**src/rtl/core/tcw_pkg.sv**
```systemverilog
// Shared types, constants and helpers of the text console writer.
package tcw_pkg;

	localparam int MAX_COLUMNS = 128;
	localparam int MAX_ROWS    = 32;
	localparam int CELL_DEPTH  = 4096;
	localparam int CELL_AW     = 12;

	localparam logic [7:0] CH_NEWLINE   = 8'h0a;
	localparam logic [7:0] CH_RETURN    = 8'h0d;
	localparam logic [7:0] ATTR_RESET   = 8'h07;
	localparam logic [7:0] COLS_RESET   = 8'd80;
	localparam logic [5:0] ROWS_RESET   = 6'd25;

	typedef logic [CELL_AW-1:0] cell_idx_t;
	typedef logic [15:0]        cell_word_t;
	typedef logic [6:0]         col_t;
	typedef logic [4:0]         line_t;

	typedef enum logic [2:0] {
		REG_COLUMNS   = 3'd0,
		REG_ROWS      = 3'd1,
		REG_START_COL = 3'd2,
		REG_START_ROW = 3'd3,
		REG_ATTRIBUTE = 3'd4
	} reg_idx_t;

	typedef enum logic {
		ACT_PUT  = 1'b0,
		ACT_READ = 1'b1
	} action_t;

	// Result of one put on the cursor.
	typedef struct packed {
		col_t  col;
		line_t line;
		logic  scroll;
		logic  write;
	} step_t;

	function automatic logic [7:0] eff_cols(input logic [7:0] cols);
		logic [7:0] c;
		c = cols;
		if (c == 8'd0) c = 8'd1;
		if (c > 8'(MAX_COLUMNS)) c = 8'(MAX_COLUMNS);
		return c;
	endfunction

	function automatic logic [5:0] eff_rows(input logic [5:0] rws);
		logic [5:0] r;
		r = rws;
		if (r == 6'd0) r = 6'd1;
		if (r > 6'(MAX_ROWS)) r = 6'(MAX_ROWS);
		return r;
	endfunction

endpackage

```
**src/rtl/core/tcw_step.sv**
```systemverilog
// Cursor advance for one put: newline, carriage return, print, wrap, scroll.
module tcw_step (
	input  tcw_pkg::col_t  col,
	input  tcw_pkg::line_t line,
	input  logic [7:0]     cols_eff,
	input  logic [5:0]     rows_eff,
	input  logic [7:0]     char_code,
	output tcw_pkg::step_t step
);
	import tcw_pkg::*;

	logic [7:0] col_w;
	logic [5:0] line_w;
	logic       print;

	always_comb begin
		print  = 1'b0;
		col_w  = {1'b0, col};
		line_w = {1'b0, line};
		if (char_code == CH_NEWLINE) begin
			col_w  = 8'd0;
			line_w = line_w + 6'd1;
		end else if (char_code == CH_RETURN) begin
			col_w = 8'd0;
		end else begin
			print = 1'b1;
			col_w = col_w + 8'd1;
		end
		// wrap past the last column
		if (col_w >= cols_eff) begin
			col_w  = 8'd0;
			line_w = line_w + 6'd1;
		end
		step.scroll = 1'b0;
		// stay on the last row, scroll everything up
		if (line_w >= rows_eff) begin
			line_w      = rows_eff - 6'd1;
			step.scroll = 1'b1;
		end
		step.col   = col_w[6:0];
		step.line  = line_w[4:0];
		step.write = print;
	end
endmodule
```
**config.mk**
```make
export PLATFORM = sky130hd
export DESIGN_NAME = tcw_step
export DESIGN_NICKNAME = d
export VERILOG_FILES = /design/src/rtl/core/tcw_pkg.sv /design/src/rtl/core/tcw_step.sv
export SDC_FILE = /design/constraint.sdc
export NUM_CORES = 1
export LEC_CHECK = 0
export BUFFER_PORTS_ARGS = -buffer_cell sky130_fd_sc_hd__buf_2
export CORE_MARGIN = 5
export CORE_UTILIZATION = 45
export DETAILED_ROUTE_END_ITERATION = 7
export PLACE_DENSITY = 0.78
export RECOVER_POWER = 100
export SYNTH_ARGS = -nofsm -noshare
export SYNTH_HDL_FRONTEND = slang
export SYNTH_SLANG_ARGS = --single-unit
```
**constraint.sdc**
```tcl
create_clock -name vclk -period 11.48
set_input_delay 3.444 -clock vclk [all_inputs]
set_output_delay 3.444 -clock vclk [all_outputs]
set_load 0.03 [all_outputs]
```
==> results.toml <==
[timing]
final-hold-violation-count = 0
drv_slew = 0
grt_setup_unrepaired = "false"
slew_of_the_pin_with_the_lowest_slew_margin_ps = 355
worst_hold_slack_ps = 7340
timing.final.setup_violations = 0
max_freq_mhz = 89.8
worst_slew_margin_pct = 75.7
layout_min_cycle_time_ps = 11130
share_of_the_clock_period_used_by_the_worst_path_after_layout_pct = 97.0
timing.final.ws_setup_ps = 345
totalNegativeSetupSlack_ps = 0

[cells_and_area]
finalNetCount = 243
numSequentialCells = 0
layout-area-overhead-vs-synth_pct = 27.6
insertedDiodeCount = 0
n_clock_buffer = 0
layout.area.seq_um2 = 0
post_route_cells_drive_above_1_share_pct = 34.4

[setup_path]
end_kind = "output port"
worstPathRequired_ps = 8040
timing.critical_path.cells = "buf_2, nor4_4, nand2_1, nor2_1, buf_4, nor2_1, ha_1, o21ai_0, a311o_1, nand2_2, mux2_2, ha_1, a2111oi_0, o31a_2, inv_1, or4_1, and3_1, buf_2"
timing.critical_path.from_type = "primary input"
worst_ep_arrival_time_ps = 7690
crit_fanout = 11
cp_slowest_cell = "sky130_fd_sc_hd__a311o_1"
criticalPathCategory = "in2out"
slowest_delay_ps = 460

[synth]
mappedNetlistArea_um2 = 1020
post_synth_inst_count = 141
postSynthNetCount = 193
synth.lib_cells_used.distinct = 40
syn-mean-instance-area_um2 = 7.23
yosys_warnings = 0
ys_seq_area_share_pct = 0

[min_path]
min_delay_path_depth = 4
hold_crit_start = "col[0]"
worstHoldEndpoint = "step[7]"
worstHoldPathType = "in2out"

[floorplan]
rows = 17
core_region_area_um2 = 2190
initial_utilization_pct = 46.5
chipWidth_um = 57.6
ioPinCount = 48
die_area_um2 = 3320
die_height_um = 57.6

[routing]
drt_drc_violations_left = 0
route.detailed.vias_per_inst = 5.34
routed_wl_um = 2780
wire_per_inst_um = 12.8
length_of_the_first_detailed_routing_pass_in_iterations = 4
drtAntennaViolNets = 0
via_count = 1158
drt_iter0_drc = 27

[pwr]
cellPowerDensity_nw_per_um2 = 48.6
power_leakage_nw = 0.664
ir_drop_mv = 0.0328

[placement]
placement.io_buffers = 48
place.gp.congestion = 0.916
placement.setup.worst_slack_ps = 244
detailedPlacementHpwl_um = 2530

[global_route]
antenna_found_initial = 0
grt_first_pass_wirelength_um = 4490
grt_start_max_net_pins = 12
globalRouteTotalUtil_pct = 16.1
grt_total_ovfl = 0
first_global_vias = 1100

[outcome]
outcome = "finished, final reports clean"

[clocking]
postCtsSetupRepairBufs = 0

[job]
max_cap_violations = 0
==> worst max path at each step <==
stage / slack, ps / from / to
finish: 350 / char_code[5] / step[6]
global route: 3 / char_code[5] / step[6]
CTS: 230 / char_code[5] / step[6]
detailed placement: 240 / char_code[5] / step[6]
global placement: 400 / char_code[5] / step[6]
floorplan: 380 / char_code[5] / step[6]
==> cells in the final DEF, fill, tap and decap left out, types with 2 or more instances in the layout <==
master                     count
sky130_fd_sc_hd__a211oi_2      2
sky130_fd_sc_hd__a21o_1        2
sky130_fd_sc_hd__a21oi_1       5
sky130_fd_sc_hd__a31oi_1       2
sky130_fd_sc_hd__and3_1        4
sky130_fd_sc_hd__buf_2        48
sky130_fd_sc_hd__buf_4         2
sky130_fd_sc_hd__ha_1         18
sky130_fd_sc_hd__inv_1        19
sky130_fd_sc_hd__mux2_2        3
sky130_fd_sc_hd__nand2_1       8
sky130_fd_sc_hd__nand3_1       7
sky130_fd_sc_hd__nand4_1       2
sky130_fd_sc_hd__nor2_1       17
sky130_fd_sc_hd__nor2b_1       3
sky130_fd_sc_hd__nor3_1        6
sky130_fd_sc_hd__nor4_4        2
sky130_fd_sc_hd__o21a_1        3
sky130_fd_sc_hd__xnor2_1      11
sky130_fd_sc_hd__xor2_1        4
==> Yosys cell counts (2+ instances only) <==
master / instances / area share [%]
sky130_fd_sc_hd__xor2_1: 4 / 3.4
sky130_fd_sc_hd__a21o_1: 2 / 1.5
sky130_fd_sc_hd__a31oi_1: 2 / 1.2
sky130_fd_sc_hd__mux2_2: 3 / 3.3
sky130_fd_sc_hd__nor2_1: 17 / 6.3
sky130_fd_sc_hd__nor2b_1: 3 / 1.8
sky130_fd_sc_hd__nand2_1: 9 / 3.3
sky130_fd_sc_hd__xnor2_1: 11 / 9.4
sky130_fd_sc_hd__nor3_1: 6 / 2.9
sky130_fd_sc_hd__and3_1: 4 / 2.5
sky130_fd_sc_hd__inv_1: 19 / 7.0
sky130_fd_sc_hd__a211oi_2: 2 / 2.5
sky130_fd_sc_hd__nand4_1: 2 / 1.2
sky130_fd_sc_hd__nand3_1: 7 / 3.4
sky130_fd_sc_hd__a21oi_1: 5 / 2.5
sky130_fd_sc_hd__ha_1: 18 / 22
sky130_fd_sc_hd__nor4_4: 2 / 4.2
sky130_fd_sc_hd__o21a_1: 3 / 2.2
==> per-layer routing <==
metal / share of wire [%] / GRT usage, %
met3: 7.1 / 1.81
met4: 1.0 / 2.32
met2: 53 / 32.9
met1: 38 / 17.6
met5: 0 / 0
==> per-stage QoR <==
step / power (mW) / cells / util [%] / cell area [µm²]
3_3_place_gp: 0.0611 / 217 / 59.3 / 1300
4_1_cts: 0.0637 / 217 / 59.3 / 1300
3_5_place_dp: 0.0633 / 217 / 59.3 / 1300
6_report: 0.0633 / 217 / 59.4 / 1300
5_1_grt: 0.0699 / 217 / 59.4 / 1300
2_1_floorplan: 0.0416 / 141 / - / 1020
==> cell type report <==
class | count | area [µm²]
Fill cell | 220 | 890
Inverter | 19 | 71.3
Multi-Input combinational cell | 120 | 940
Tap cell | 28 | 35.0
Timing Repair Buffer | 50 | 255
==> what timing repair did <==
item,4_1_cts,5_1_grt
gates resized for setup,0,1
hold buffers,0,0
endpoints found under the setup margin,0,1
==> worst max-delay path: cells and delay by family <==
| kind | cells | cell delay [ps] |
|---|---|---|
| AO/OA/AOI/OAI | 4 | 1200 |
| adder cells (fa/ha/maj) | 2 | 580 |
| buffers and inverters | 4 | 610 |
| multiplexers | 1 | 380 |
| AND/OR/NAND/NOR | 7 | 1470 |
==> power by group <==
part,switching (mW),leakage (nW),internal [mW]
logic,0.0387,0.664,0.0246
registers,0,0,0
clock network,0,0,0
total,0.0387,0.664,0.0246
==> logic make-up (layout without fill, tap and decap cells) <==
group,Yosys count,after routing,share of synthesized area (%)
adders and majority gates,18,18,22.1
and+or+nand+nor,60,60,35.2
buffers and inverters,21,69,8.10
muxes,3,3,3.31
xor gates and xnor gates,15,15,12.9
AOI/OAI and AO/OA,24,24,18.4
Power figures use the tool's default switching activity.
